### src/hdl/mil_pkg.sv
// Package for the LU matrix inverter: sizes, fixed-point helpers and command types.
// Used by the controller, the datapath and the top level; depends on nothing.
package mil_pkg;

  localparam int MAX_DIM_DEF   = 8;
  localparam int FRAC_BITS_DEF = 16;
  localparam int DIM_W         = 4;
  localparam int SEL_W         = 2;
  localparam int DATA_W        = 32;
  localparam int IDX_W         = 3;

  localparam logic [0:0] CFG_DIMENSION  = 1'b0;
  localparam logic [0:0] CFG_OUTPUT_SEL = 1'b1;

  localparam logic [SEL_W-1:0] SEL_LOWER = 2'd1;
  localparam logic [SEL_W-1:0] SEL_UPPER = 2'd2;

  typedef enum logic [2:0] {
    OP_NONE,
    OP_LOWER,
    OP_UPPER,
    OP_FORWARD,
    OP_BACK
  } op_t;

  // One entry computation requested by the controller.
  typedef struct packed {
    logic       start;
    op_t        op;
    logic [4:0] row;
    logic [4:0] col;
    logic [4:0] k_lo;
    logic [4:0] k_hi;
  } cmd_t;

  typedef struct packed {
    logic busy;
    logic done;
  } sts_t;

  function automatic logic signed [31:0] sat32(input logic signed [95:0] v);
    logic signed [95:0] hi;
    logic signed [95:0] lo;
    hi = 96'sh7fffffff;
    lo = -96'sh80000000;
    if (v > hi) begin
      sat32 = 32'sh7fffffff;
    end else if (v < lo) begin
      sat32 = 32'sh80000000;
    end else begin
      sat32 = v[31:0];
    end
  endfunction

endpackage

### src/hdl/mil_ctrl.sv
// Controller of the LU matrix inverter: load counting, entry sequencing and result output.
// Depends on mil_pkg; drives mil_datapath by command and status signals.
module mil_ctrl #(
  parameter int MAX_DIM = mil_pkg::MAX_DIM_DEF
) (
  input  logic                clk,
  input  logic                rst_n,
  input  logic                cfg_we,
  input  logic [0:0]          cfg_idx,
  input  logic [3:0]          cfg_dim,
  input  logic [1:0]          cfg_sel,
  input  logic                in_valid,
  output logic                in_ready,
  output logic                load_we,
  output logic [4:0]          load_row,
  output logic [4:0]          load_col,
  output mil_pkg::cmd_t       cmd,
  input  mil_pkg::sts_t       sts,
  output logic                rd_en,
  output logic [1:0]          rd_sel,
  output logic [4:0]          rd_row,
  output logic [4:0]          rd_col,
  output logic                out_valid,
  input  logic                out_ready,
  output logic [2:0]          out_row,
  output logic [2:0]          out_col,
  output logic                out_last
);

  typedef enum logic [2:0] {
    S_LOAD, S_ISSUE, S_WAIT, S_RD, S_OUT
  } state_t;

  state_t       state_r;
  logic [3:0]   dim_r;
  logic [1:0]   sel_r;
  logic [4:0]   n;
  logic [4:0]   lr_r, lc_r;
  mil_pkg::op_t ph_r;
  logic [4:0]   i_r, j_r;
  logic [4:0]   orow_r, ocol_r;
  logic         ov_r;
  logic         olast_r;
  logic         cmd_start_r;
  logic [4:0]   c_row, c_col, c_klo, c_khi, brow;
  logic         accept;

  always_comb begin
    n = 5'(dim_r);
    if (dim_r == 4'd0) begin
      n = 5'd1;
    end else if (32'(dim_r) > MAX_DIM) begin
      n = 5'(MAX_DIM);
    end
  end

  // Indices of the current entry; j runs along the pass, i is the outer index.
  always_comb begin
    brow  = n - 5'd1 - j_r;
    c_row = j_r;
    c_col = i_r;
    c_klo = 5'd0;
    c_khi = i_r;
    case (ph_r)
      mil_pkg::OP_LOWER: begin
        c_row = j_r;
      end
      mil_pkg::OP_UPPER: begin
        c_row = i_r;
        c_col = j_r;
      end
      mil_pkg::OP_FORWARD: begin
        c_khi = j_r;
      end
      default: begin
        c_row = brow;
        c_klo = brow + 5'd1;
        c_khi = n;
      end
    endcase
  end

  assign accept   = in_valid && in_ready;
  assign in_ready = (state_r == S_LOAD) && !ov_r;
  assign load_we  = accept;
  assign load_row = lr_r;
  assign load_col = lc_r;

  always_comb begin
    cmd       = '0;
    cmd.start = cmd_start_r;
    cmd.op    = ph_r;
    cmd.row   = c_row;
    cmd.col   = c_col;
    cmd.k_lo  = c_klo;
    cmd.k_hi  = c_khi;
  end

  assign rd_en     = (state_r == S_RD);
  assign rd_sel    = sel_r;
  assign rd_row    = orow_r;
  assign rd_col    = ocol_r;
  assign out_valid = ov_r;
  assign out_row   = orow_r[2:0];
  assign out_col   = ocol_r[2:0];
  assign out_last  = olast_r;

  always_ff @(posedge clk) begin
    if (!rst_n) begin
      state_r     <= S_LOAD;
      dim_r       <= 4'd4;
      sel_r       <= 2'd0;
      lr_r        <= '0;
      lc_r        <= '0;
      ph_r        <= mil_pkg::OP_LOWER;
      i_r         <= '0;
      j_r         <= '0;
      orow_r      <= '0;
      ocol_r      <= '0;
      ov_r        <= 1'b0;
      olast_r     <= 1'b0;
      cmd_start_r <= 1'b0;
    end else begin
      cmd_start_r <= 1'b0;
      if (cfg_we) begin
        if (cfg_idx == mil_pkg::CFG_DIMENSION) begin
          dim_r <= cfg_dim;
          lr_r  <= '0;
          lc_r  <= '0;
        end else begin
          sel_r <= cfg_sel;
        end
      end
      case (state_r)
        S_LOAD: begin
          if (accept) begin
            if (lc_r == n - 5'd1) begin
              lc_r <= '0;
              if (lr_r == n - 5'd1) begin
                lr_r    <= '0;
                ph_r    <= mil_pkg::OP_LOWER;
                i_r     <= '0;
                j_r     <= '0;
                state_r <= S_ISSUE;
              end else begin
                lr_r <= lr_r + 5'd1;
              end
            end else begin
              lc_r <= lc_r + 5'd1;
            end
          end
        end
        S_ISSUE: begin
          if (!sts.busy) begin
            cmd_start_r <= 1'b1;
            state_r     <= S_WAIT;
          end
        end
        S_WAIT: begin
          if (sts.done) begin
            state_r <= S_ISSUE;
            if (j_r == n - 5'd1) begin
              j_r <= '0;
              case (ph_r)
                mil_pkg::OP_LOWER: ph_r <= mil_pkg::OP_UPPER;
                mil_pkg::OP_UPPER: begin
                  if (i_r == n - 5'd1) begin
                    ph_r <= mil_pkg::OP_FORWARD;
                    i_r  <= '0;
                  end else begin
                    ph_r <= mil_pkg::OP_LOWER;
                    i_r  <= i_r + 5'd1;
                  end
                end
                mil_pkg::OP_FORWARD: begin
                  if (i_r == n - 5'd1) begin
                    ph_r <= mil_pkg::OP_BACK;
                    i_r  <= '0;
                  end else begin
                    i_r <= i_r + 5'd1;
                  end
                end
                default: begin
                  if (i_r == n - 5'd1) begin
                    orow_r  <= '0;
                    ocol_r  <= '0;
                    state_r <= S_RD;
                  end else begin
                    i_r <= i_r + 5'd1;
                  end
                end
              endcase
            end else begin
              j_r <= j_r + 5'd1;
            end
          end
        end
        S_RD: begin
          ov_r    <= 1'b1;
          olast_r <= (orow_r == n - 5'd1) && (ocol_r == n - 5'd1);
          state_r <= S_OUT;
        end
        S_OUT: begin
          if (ov_r && out_ready) begin
            ov_r <= 1'b0;
            if (olast_r) begin
              state_r <= S_LOAD;
            end else begin
              state_r <= S_RD;
              if (ocol_r == n - 5'd1) begin
                ocol_r <= '0;
                orow_r <= orow_r + 5'd1;
              end else begin
                ocol_r <= ocol_r + 5'd1;
              end
            end
          end
        end
        default: state_r <= S_LOAD;
      endcase
    end
  end

`ifndef SYNTHESIS
  a_no_load_busy: assert property (@(posedge clk) disable iff (!rst_n)
    in_ready |-> !sts.busy) else $error("input taken while datapath busy");
  a_start_idle: assert property (@(posedge clk) disable iff (!rst_n)
    cmd_start_r |-> !sts.busy) else $error("command issued to busy datapath");
  a_out_hold: assert property (@(posedge clk) disable iff (!rst_n)
    out_valid && !out_ready |=> out_valid && $stable(orow_r) && $stable(ocol_r))
    else $error("result dropped");
`endif

endmodule
### config.mk
export PLATFORM = sky130hd
export DESIGN_NAME = mil_ctrl
export DESIGN_NICKNAME = d
export VERILOG_FILES = /design/src/hdl/mil_pkg.sv /design/src/hdl/mil_ctrl.sv
export SDC_FILE = /design/constraint.sdc
export NUM_CORES = 1
export LEC_CHECK = 0
export BUFFER_PORTS_ARGS = -buffer_cell sky130_fd_sc_hd__buf_2
export CAP_MARGIN = 20
export CORE_AREA = 3 3 110 112
export DETAILED_ROUTE_END_ITERATION = 10
export DIE_AREA = 0 0 113 115
export GPL_TIMING_DRIVEN = 0
export HOLD_SLACK_MARGIN = 0.15
export PLACE_DENSITY = 0.51
export SETUP_SLACK_MARGIN = 0.3
export SLEW_MARGIN = 20
export SYNTH_ARGS = -nofsm -noshare
export SYNTH_HDL_FRONTEND = slang
export SYNTH_SLANG_ARGS = --single-unit
### constraint.sdc
create_clock -name clk -period 3.2 [get_ports clk]
set_input_delay 0.32 -clock clk [delete_from_list [all_inputs] [get_ports clk]]
set_output_delay 0.32 -clock clk [all_outputs]
set_load 0.05 [all_outputs]
# Yosys cells after proc, flatten, opt, wreduce, memory -nomap -nowiden
# Index checks and enable logic that the tools add are counted.
[totals]
ff_bits = 45
inputBits = 14
output_inout_bits = 57
elab_cells = 136
[classes]
n_addsub = 9
n_lt_le_gt_ge = 1
n_eq_ne = 28
mux = 60
bitwise = 1
reduce_logical = 24
[op_table]
columns = ["cell", "count"]
rows = [
  ["$mux W5", 32],
  ["$pmux W5 S2", 7],
  ["$add A5 B1 Y5 const B", 7],
  ["$eq A5 B5 Y1", 6],
  ["$mux W3", 9],
  ["$reduce_and A8 Y1", 3],
  ["$ne A2 B2 Y1 const B", 10],
  ["$pmux W3 S5", 1],
  ["$eq A3 B2 Y1 const B", 4],
  ["$pmux W3 S3", 1],
  ["$mux W2", 4],
  ["$mux W4", 2],
  ["$reduce_and A2 Y1", 4],
  ["$reduce_and A7 Y1", 1],
  ["$eq A3 B1 Y1 const B", 2],
  ["$ne A3 B3 Y1 const B", 2],
  ["$pmux W3 S2", 1],
  ["$reduce_and A6 Y1", 1],
  ["$reduce_bool A2 Y1", 3],
  ["$reduce_or A2 Y1", 3],
  ["$reduce_and A5 Y1", 1],
  ["$sub A5 B1 Y5 const B", 1],
  ["$sub A5 B5 Y5", 1],
  ["$gt A4 B4 Y1 const B", 1],
  ["other kinds (11)", 16],
]

# Longest topological paths before layout
# Gate-level depths: netlist (run 1).
[logic_depth]
ltp_word = 10
mapped_depth = 14
mapped_depth_nobuf = 12

# Least setup slack after synthesis (run 1)
# OpenSTA, ideal clock, no wires.
[synth_path]
path_type = "register to register"
from = "reg ov_r, in the netlist out_valid"
to = "reg j_r[4]"
setup_ps = 96
t_arrival_ps = 3833
t_required_ps = 3104
path_slack_ps = -729
stages_incl_launch_ff = 9
n_path_buf = 1
period_less_slack_ps = 3929
path_cell_list = "dfxtp_1 > nor4_1 > nand2_1 > a2111oi_4 > a32o_2 > and2_4 > buf_6 > nand2_4 > o41ai_2"
[synth_via]
elab_chain_cells = 5
[synth_lines]
columns = ["item", "line_no", "rtl"]
rows = [
  ["start: declaration", "mil_ctrl.sv:42", "logic ov_r;"],
  ["start signal: assignment", "mil_ctrl.sv:120", "ov_r <= 1'b0;"],
  ["start signal: assignment", "mil_ctrl.sv:199", "ov_r <= 1'b1;"],
  ["start signal: assignment", "mil_ctrl.sv:205", "ov_r <= 1'b0;"],
  ["$logic_not A1 Y1", "mil_ctrl.sv:84", "assign in_ready = (state_r == S_LOAD) && !ov_r;"],
  ["$logic_and A1 B1 Y1", "mil_ctrl.sv:84", ""],
  ["net in_ready", "mil_ctrl.sv:13", "output logic in_ready,"],
  ["$logic_and A1 B1 Y1", "mil_ctrl.sv:83", "assign accept = in_valid && in_ready;"],
  ["$ne A2 B2 Y1 (no source line)", "--", ""],
  ["$reduce_and A5 Y1 (no source line)", "--", ""],
  ["end signal: assignment", "mil_ctrl.sv:194", "j_r <= j_r + 5'd1;"],
  ["end: declaration", "mil_ctrl.sv:40", "logic [4:0] i_r, j_r;"],
]
# The timed path passes the listed nets, and every way through them passes these cells.
# A chain may end at the register's enable or synchronous reset.

==> results of run 1 <==
-- state kept, by name, indices dropped and copies added (netlist names) --
register and count:
out_last 1, load_col 5, ph_r 3, state_r 3, rd_row 5, load_row 5, out_valid 1, i_r 5
cmd_start_r 1, j_r 5, dim_r 4, rd_sel 2, rd_col 5
-- path summary, 6_finish.rpt --
path / endpoint / slack, ns / depth (start not counted)
worst min register to register: rd_sel[1] / 0.46 / 2
worst min-delay path: cmd_start_r / 0.24 / 2
worst max-delay path: cmd[9] / 0.01 / 14
worst max register to register: i_r[2] / 0.03 / 16
-- metrics by stage --
stage | TNS, ns | instances | util [%]
2_1_floorplan | 0 | 430 | -
3_3_place_gp | -8.925 | 643 | 35.30
3_5_place_dp | -9.540 | 643 | 35.30
4_1_cts | -0.009187 | 678 | 41.16
5_1_grt | -0.9434 | 689 | 44.64
6_report | 0 | 689 | 44.64
-- cell type report --
cell class	instances	area, sq um	area share, %
multi-input combinational	340	2808	55.56
sequential	45	910.9	18.02
timing repair buffer	108	743.2	14.71
buffer	26	197.7	3.912
tap	143	178.9	3.540
clock buffer	6	128.9	2.550
inverter	19	76.32	1.510
clock inverter	2	10.01	0.1981
-- routing by layer --
layer,up-vias,global-route usage (%),wire length (um)
met5,-,0,0
met3,16,2.211,416
li1,1769,-,-
met4,0,5.048,229
met1,1672,22.78,5215
met2,79,28.00,5299
-- repair_timing --
item / 4_1_cts / 5_1_grt
gates resized for setup: 73 / 66
pin swaps: 25 / 25
setup endpoints to repair: 44 / 41
buffers inserted: 27 / 11
hold endpoints to repair: 0 / 0
-- power by group through the flow --
stage	Clock, mW	Combinational [mW]	Sequential (mW)
after global placement	0	0.286	0.587
after floorplan	0	0.208	0.598
final	0.518	0.423	0.574
after CTS	0.529	0.369	0.575
after global routing	0.550	0.453	0.576
after detailed placement	0	0.291	0.587
-- placed cells by master (no fill, tap or decap), drive strengths merged, types with 4 or more instances in the layout --
| cell type | netlist | layout |
|---|---|---|
| inv | 18 | 18 |
| nor4 | 7 | 7 |
| clkbuf | 10 | 16 |
| a21oi | 35 | 35 |
| xnor2 | 13 | 13 |
| ha | 12 | 12 |
| o21a | 4 | 4 |
| nand2 | 44 | 44 |
| nor3 | 10 | 10 |
| o22ai | 7 | 7 |
| or4 | 4 | 4 |
| nand3 | 23 | 23 |
| a21o | 7 | 7 |
| nor2 | 41 | 41 |
| nand2b | 13 | 13 |
| mux2 | 6 | 6 |
| or2 | 6 | 6 |
| a22oi | 8 | 8 |
| xor2 | 11 | 11 |
| o211ai | 4 | 4 |
| buf | 16 | 124 |
| or3 | 5 | 5 |
| dfxtp | 45 | 45 |
| and2 | 5 | 5 |
| o21ai | 15 | 15 |
| mux2i | 6 | 6 |
| nor2b | 7 | 7 |
-- worst max-delay path: stages (launching register included) --
cell and delay, ns:
sky130_fd_sc_hd__dfxtp_2 0.33, sky130_fd_sc_hd__buf_6 0.11, sky130_fd_sc_hd__o21ba_4 0.20, sky130_fd_sc_hd__nor2_4 0.12, sky130_fd_sc_hd__inv_2 0.07, sky130_fd_sc_hd__ha_4 0.16, sky130_fd_sc_hd__buf_12 0.13, sky130_fd_sc_hd__xor2_4 0.19
sky130_fd_sc_hd__ha_4 0.28, sky130_fd_sc_hd__a21o_1 0.16, sky130_fd_sc_hd__a21oi_2 0.18, sky130_fd_sc_hd__xor2_2 0.23, sky130_fd_sc_hd__xor2_2 0.20, sky130_fd_sc_hd__nor2_4 0.04, sky130_fd_sc_hd__buf_6 0.17
-- cells by family (layout without fill, tap and decap cells) --
family | after synthesis | after routing
simple gates | 177 | 177
compound gates | 112 | 112
flops | 45 | 45
buf+inv | 45 | 161
xor+xnor | 25 | 25
fa+ha+maj | 13 | 13
mux | 12 | 12
other cells | 1 | 1
==> flow_results.xml, run 1 <==
<?xml version="1.0" encoding="UTF-8"?>
<metrics>
  <group name="place">
    <metric name="dpl_wire_length" unit="um">7837</metric>
    <metric name="post-place-ws" unit="ns">-0.5147</metric>
    <metric name="io_buffers" unit="">70</metric>
    <metric name="dpl_cell_area" unit="sq um">3996</metric>
    <metric name="gpl.final_weighted_congestion" unit="">0.8236</metric>
  </group>
  <group name="clock_tree">
    <metric name="cts_buffers" unit="">5</metric>
    <metric name="cts_tree" unit="">built</metric>
    <metric name="ctsHoldBuffers" unit="">0</metric>
    <metric name="cts-root-to-sink-buffers" unit="">2</metric>
    <metric name="cts_root_buffer" unit="">sky130_fd_sc_hd__clkbuf_16</metric>
    <metric name="cts_num_sinks" unit="">45</metric>
    <metric name="clk-insertion-delay-late" unit="ns">0.29</metric>
    <metric name="cts-htree-levels" unit="">2</metric>
    <metric name="cts_clock_pin_slew_for_the_worst_setup_and_hold_paths" unit="ns">0.07</metric>
  </group>
  <group name="pwr">
    <metric name="finalPower" unit="mW">1.516</metric>
    <metric name="swShare" unit="%">30.46</metric>
    <metric name="ir_worst_vdd" unit="mV">0.1978</metric>
    <metric name="power.density_cell_area" unit="nW/um^2">299.9</metric>
    <metric name="power_frac_comb" unit="%">27.9</metric>
    <metric name="cellLeakagePower" unit="nW">2.043</metric>
    <metric name="p_clk_share" unit="%">34.2</metric>
    <metric name="p_int" unit="mW">1.054</metric>
    <metric name="power.sequential.fraction" unit="%">37.9</metric>
    <metric name="power.net_switching" unit="mW">0.4616</metric>
  </group>
  <group name="timing">
    <metric name="slew_viol_final" unit="">0</metric>
    <metric name="worst_slew_pin_slew" unit="ns">0.9078</metric>
    <metric name="timing.hold.ws" unit="ns">0.2366</metric>
    <metric name="maxClockFrequency" unit="GHz">0.3138</metric>
    <metric name="final_min_period_over_clock_period" unit="%">99.60</metric>
    <metric name="finalSetupViolCount" unit="">0</metric>
    <metric name="worst_slew_margin_rel" unit="%">39.02</metric>
    <metric name="report.final.hold_viol_count" unit="">0</metric>
    <metric name="rsz0062_at_grt" unit="">true</metric>
    <metric name="period_needed" unit="ns">3.187</metric>
    <metric name="minimum_setup_slack_in_the_final_design" unit="ns">0.01289</metric>
    <metric name="clock_skew" unit="ns">0.004510</metric>
  </group>
  <group name="logic_synthesis">
    <metric name="edff_count_synth" unit="">0</metric>
    <metric name="synth-simple-area-share" unit="%">26.70</metric>
    <metric name="yosys.cell_count.top_type" unit="">sky130_fd_sc_hd__dfxtp_1</metric>
    <metric name="synthCells" unit="">430</metric>
    <metric name="synth_top_family_by_area" unit="">simple AND/OR/NAND/NOR gates</metric>
    <metric name="synthDistinctLibCells" unit="">70</metric>
    <metric name="synth-seq-area-share" unit="%">26.82</metric>
    <metric name="synthesis.area" unit="sq um">3359</metric>
    <metric name="postSynthRegisterBits" unit="">45</metric>
    <metric name="postSynthNetCount" unit="">457</metric>
    <metric name="yosysWarningCount" unit="">0</metric>
    <metric name="ys.flop_type" unit="">sky130_fd_sc_hd__dfxtp_1</metric>
    <metric name="synth_xor_xnor_area_share" unit="%">6.927</metric>
    <metric name="yosys-top-cells-area" unit="">sky130_fd_sc_hd__dfxtp_1 27%, sky130_fd_sc_hd__a21oi_1 5.1%, sky130_fd_sc_hd__nand2_1 4.8%</metric>
    <metric name="netlist.area_leader.share" unit="%">26.82</metric>
    <metric name="synth_compound_gate_area_share" unit="%">23.72</metric>
    <metric name="synthesis.area_per_instance" unit="sq um">7.813</metric>
    <metric name="synth_async_sr_flop_share" unit="%">0</metric>
    <metric name="most_area_hungry_cell_type_in_the_yosys_netlist" unit="">sky130_fd_sc_hd__dfxtp_1</metric>
    <metric name="synthAdderAreaFrac" unit="%">5.065</metric>
    <metric name="post_synth_mux_area_share" unit="%">3.799</metric>
    <metric name="synth_commonest_cells" unit="">45 x sky130_fd_sc_hd__dfxtp_1, 43 x sky130_fd_sc_hd__nand2_1, 41 x sky130_fd_sc_hd__nor2_1, 34 x sky130_fd_sc_hd__a21oi_1, 23 x sky130_fd_sc_hd__nand3_1</metric>
  </group>
  <group name="routing">
    <metric name="drt_iter0_markers" unit="">163</metric>
    <metric name="route.detailed.vias_per_inst" unit="">5.132</metric>
    <metric name="totalWireLength" unit="um">11160</metric>
    <metric name="drc_errors" unit="">0</metric>
    <metric name="detail_route.wl_per_cell" unit="um">16.20</metric>
    <metric name="via_count" unit="">3536</metric>
    <metric name="first_pass_iters" unit="">4</metric>
    <metric name="antenna_nets_post_route" unit="">0</metric>
  </group>
  <group name="global_routing">
    <metric name="gr-usage-all-layers" unit="%">16.81</metric>
    <metric name="gr-total-overflow" unit="">0</metric>
    <metric name="via_count_of_the_first_global_routing_pass" unit="">3465</metric>
    <metric name="maximum_number_of_pins_on_one_net_before_global_route_repair" unit="">14</metric>
    <metric name="grt_antenna_before_repair" unit="">0</metric>
    <metric name="grt_pass1_wl" unit="um">17730</metric>
  </group>
  <group name="worst_setup_path">
    <metric name="rr_startpoint" unit="">dim_r[2]</metric>
    <metric name="worst_setup_path_start_kind" unit="">flip-flop</metric>
    <metric name="critPathCaptureType" unit="">primary output</metric>
    <metric name="data_required_time_at_the_worst_endpoint" unit="ns">2.88</metric>
    <metric name="path_class" unit="">reg2out</metric>
    <metric name="startpoint" unit="">dim_r[2]</metric>
    <metric name="cp.arrival" unit="ns">2.87</metric>
    <metric name="critical_path.max_fanout" unit="">4</metric>
  </group>
  <group name="cells_and_area">
    <metric name="fillCellCount" unit="">1153</metric>
    <metric name="net_total_in_the_final_layout" unit="">572</metric>
    <metric name="post_route_cells_drive_above_1_share" unit="%">43.22</metric>
    <metric name="antenna-diode-count" unit="">0</metric>
    <metric name="post-route-cell-area" unit="sq um">5054</metric>
    <metric name="areaGrowthSynthToFinish" unit="%">50.43</metric>
  </group>
  <group name="floorplanning">
    <metric name="die_x_extent" unit="um">113</metric>
    <metric name="core_area" unit="sq um">11320</metric>
    <metric name="row_count" unit="">39</metric>
    <metric name="dieHeight" unit="um">115</metric>
    <metric name="initial_core_util" unit="%">29.68</metric>
    <metric name="design.die.area" unit="sq um">13000</metric>
    <metric name="io-pin-count" unit="">71</metric>
  </group>
  <group name="job">
    <metric name="max_cap_violations" unit="">0</metric>
  </group>
  <group name="outcome">
    <metric name="outcome" unit="">finished clean</metric>
  </group>
  <group name="hold_path">
    <metric name="worstHoldStart" unit="">sts[1]</metric>
    <metric name="timing.hold.worst.class" unit="">in2reg</metric>
  </group>
</metrics>
Power figures use the tool's default switching activity.
==> run 2: changes to the inputs <==
==> constraint.sdc (replaced) <==
create_clock -name clk -period 3.2 [get_ports clk]
set_input_delay 0.16 -clock clk [delete_from_list [all_inputs] [get_ports clk]]
set_output_delay 0.16 -clock clk [all_outputs]
set_load 0.05 [all_outputs]
==> run 2 against run 1 <==
Compared with the run above: global-route usage decreased by 0.46 points; flip-flop and latch count unchanged; final cell count increased by 2.6%; critical path depth increased by 2.
==> flow_results.xml, run 2 (synthesis results as in run 1) <==
<?xml version="1.0" encoding="UTF-8"?>
<metrics>
  <group name="outcome">
    <metric name="outcome" unit="">finished clean</metric>
  </group>
  <group name="cells_and_area">
    <metric name="post-route-cell-area" unit="sq um">5162</metric>
    <metric name="antenna-diode-count" unit="">0</metric>
    <metric name="areaGrowthSynthToFinish" unit="%">53.67</metric>
    <metric name="layout_commonest_cell" unit="">sky130_fd_sc_hd__buf_2</metric>
    <metric name="post_route_cells_drive_above_1_share" unit="%">42.73</metric>
    <metric name="most_used_cells_in_the_layout_excluding_fill_and_tap_cells" unit="">64 x sky130_fd_sc_hd__buf_2, 43 x sky130_fd_sc_hd__buf_4, 42 x sky130_fd_sc_hd__dfxtp_1</metric>
    <metric name="fillCellCount" unit="">1106</metric>
    <metric name="net_total_in_the_final_layout" unit="">590</metric>
    <metric name="finalNonFillerCells" unit="">707</metric>
  </group>
  <group name="clock_tree">
    <metric name="cts_root_buffer" unit="">sky130_fd_sc_hd__clkbuf_16</metric>
    <metric name="clk-insertion-delay-late" unit="ns">0.28</metric>
    <metric name="cts_tree" unit="">built</metric>
    <metric name="cts_num_sinks" unit="">45</metric>
    <metric name="cts_clock_pin_slew_for_the_worst_setup_and_hold_paths" unit="ns">0.06</metric>
    <metric name="cts_buffers" unit="">5</metric>
    <metric name="cts-root-to-sink-buffers" unit="">2</metric>
    <metric name="cts-htree-levels" unit="">2</metric>
  </group>
  <group name="global_routing">
    <metric name="maximum_number_of_pins_on_one_net_before_global_route_repair" unit="">14</metric>
    <metric name="gr-usage-all-layers" unit="%">16.35</metric>
    <metric name="grt_antenna_before_repair" unit="">0</metric>
    <metric name="gr-total-overflow" unit="">0</metric>
    <metric name="grt_pass1_wl" unit="um">17260</metric>
    <metric name="via_count_of_the_first_global_routing_pass" unit="">3406</metric>
  </group>
  <group name="timing">
    <metric name="timing.hold.ws" unit="ns">0.1761</metric>
    <metric name="clock_skew" unit="ns">0.002647</metric>
    <metric name="worst_slew_pin_slew" unit="ns">0.9705</metric>
    <metric name="slew_viol_final" unit="">0</metric>
    <metric name="period_needed" unit="ns">3.060</metric>
    <metric name="worst_slew_margin_rel" unit="%">35.06</metric>
    <metric name="totalNegativeSetupSlack" unit="ns">0</metric>
    <metric name="finalSetupViolCount" unit="">0</metric>
    <metric name="maxClockFrequency" unit="GHz">0.3268</metric>
    <metric name="report.final.hold_viol_count" unit="">0</metric>
    <metric name="rsz0062_at_grt" unit="">true</metric>
    <metric name="final_min_period_over_clock_period" unit="%">95.64</metric>
  </group>
  <group name="worst_setup_path">
    <metric name="critPathCaptureType" unit="">flip-flop</metric>
    <metric name="timing.critical_path.slowest_stage_cell" unit="">sky130_fd_sc_hd__a2111oi_4</metric>
    <metric name="crit_path_max_incr_delay" unit="ns">0.35</metric>
    <metric name="path_class" unit="">reg2reg</metric>
    <metric name="worst_setup_path_start_kind" unit="">flip-flop</metric>
    <metric name="path_buf_inv" unit="">6</metric>
    <metric name="rr_startpoint" unit="">dim_r[2]</metric>
    <metric name="r2r.worst_path.cells" unit="">16</metric>
    <metric name="data_required_time_at_the_worst_endpoint" unit="ns">3.35</metric>
    <metric name="cp.arrival" unit="ns">3.21</metric>
    <metric name="crit_path_cell_trace" unit="">buf_6, o21ba_4, nor2_4, inv_2, ha_4, buf_12, buf_8, xnor2_4, mux2i_2, a2111oi_4, buf_4, a32o_2, buf_6, nand2_8, nor4b_4, o21ai_1</metric>
    <metric name="critical_path.max_fanout" unit="">6</metric>
    <metric name="setup.reg_to_reg.worst_slack" unit="ns">0.14</metric>
    <metric name="crit-reg2reg-capture" unit="">ph_r[0]</metric>
    <metric name="critical-path-top-cell-by-count" unit="">sky130_fd_sc_hd__buf_6</metric>
    <metric name="timing.critical_path.max_delay_family" unit="">compound AO/OA/AOI/OAI gates</metric>
  </group>
  <group name="routing">
    <metric name="route.detailed.vias_per_inst" unit="">5.242</metric>
    <metric name="antenna_nets_post_route" unit="">0</metric>
    <metric name="first_pass_iters" unit="">4</metric>
    <metric name="drt_iter0_markers" unit="">215</metric>
    <metric name="via_count" unit="">3706</metric>
    <metric name="detail_route.wl_per_cell" unit="um">16.12</metric>
    <metric name="drc_errors" unit="">0</metric>
    <metric name="totalWireLength" unit="um">11400</metric>
  </group>
  <group name="hold_path">
    <metric name="timing.hold.worst.class" unit="">in2reg</metric>
    <metric name="hold_path_end" unit="">rd_row[0]</metric>
    <metric name="worstHoldStart" unit="">rst_n</metric>
    <metric name="holdPathStages" unit="">3</metric>
  </group>
  <group name="place">
    <metric name="gpl.final_weighted_congestion" unit="">0.8547</metric>
    <metric name="io_buffers" unit="">70</metric>
    <metric name="dpl_cell_area" unit="sq um">3945</metric>
    <metric name="place_inst" unit="">643</metric>
    <metric name="dpl_wire_length" unit="um">7907</metric>
  </group>
  <group name="pwr">
    <metric name="finalPower" unit="mW">1.620</metric>
    <metric name="ir_worst_vdd" unit="mV">0.2467</metric>
    <metric name="power.density_cell_area" unit="nW/um^2">313.9</metric>
    <metric name="cellLeakagePower" unit="nW">2.135</metric>
  </group>
  <group name="floorplanning">
    <metric name="core_area" unit="sq um">11320</metric>
    <metric name="io-pin-count" unit="">71</metric>
    <metric name="initial_core_util" unit="%">29.68</metric>
    <metric name="design.die.area" unit="sq um">13000</metric>
    <metric name="row_count" unit="">39</metric>
    <metric name="die_x_extent" unit="um">113</metric>
    <metric name="dieHeight" unit="um">115</metric>
  </group>
  <group name="job">
    <metric name="max_cap_violations" unit="">0</metric>
  </group>
</metrics>
## run 2: changes by cell type in the layout (fill, tap and decap cells not counted), sizes merged
| cell | change |
|---|---|
| dlygate4sd3 | +7 |
| clkbuf | +1 |
| buf | +11 |
| clkinv | -1 |
## run 2: power by group
part | switching (mW) | internal [mW]
sequential | 0.00828 | 0.567
clock | 0.229 | 0.331
combinational | 0.236 | 0.249
total | 0.473 | 1.15
## run 2: final cells by class
class                           instances  area, sq um  share of cell area, %
Tap cell                              143        178.9                  3.466
Multi-Input combinational cell        340         2746                  53.20
Clock buffer                            7        152.6                  2.957
Inverter                               19        71.32                  1.381
Clock inverter                          1        5.005                0.09695
Timing Repair Buffer                  126        909.6                  17.62
Sequential cell                        45        904.6                  17.52
Buffer                                 26        193.9                  3.757
## run 2: worst max path at each step
stage / depth (start not counted) / end / slack (ns) / from
after floorplan: 14 / j_r[4] / 0.28 / dim_r[3]
after global placement: 14 / j_r[4] / -0.58 / dim_r[3]
after detailed placement: 14 / j_r[4] / -0.58 / dim_r[3]
after CTS: 15 / cmd[9] / 0.13 / dim_r[2]
after global routing: 15 / ph_r[0] / 0.03 / dim_r[0]
final: 16 / ph_r[0] / 0.14 / dim_r[2]
## run 2: tightest hold or removal path, cell delays in order
cell and delay (ns):
sky130_fd_sc_hd__buf_2 0.12, sky130_fd_sc_hd__o21ai_2 0.09, sky130_fd_sc_hd__nor2_1 0.05
## run 2: routing by layer
| layer | track usage [%] | vias to the layer above | wire, um |
|---|---|---|---|
| met1 | 21.82 | 1776 | 5255 |
| met2 | 28.00 | 112 | 5465 |
| met4 | 3.846 | 0 | 179 |
| li1 | - | 1802 | - |
| met3 | 2.368 | 16 | 500 |
| met5 | 0 | - | 0 |
## run 2: timing repair
item	CTS	global route
gates resized for setup	63	72
hold endpoints to repair	7	0
setup endpoints to repair	43	37
pin swaps	22	32
buffers inserted	35	14
hold buffers	7	0
## run 2: per-stage QoR
| stage | setup slack [ns] | utilization [%] |
|---|---|---|
| floorplan | 0.2806 | - |
| global placement | -0.5817 | 34.85 |
| detailed placement | -0.5820 | 34.85 |
| CTS | 0.1343 | 42.06 |
| global route | 0.03084 | 45.60 |
| finish | 0.1396 | 45.60 |
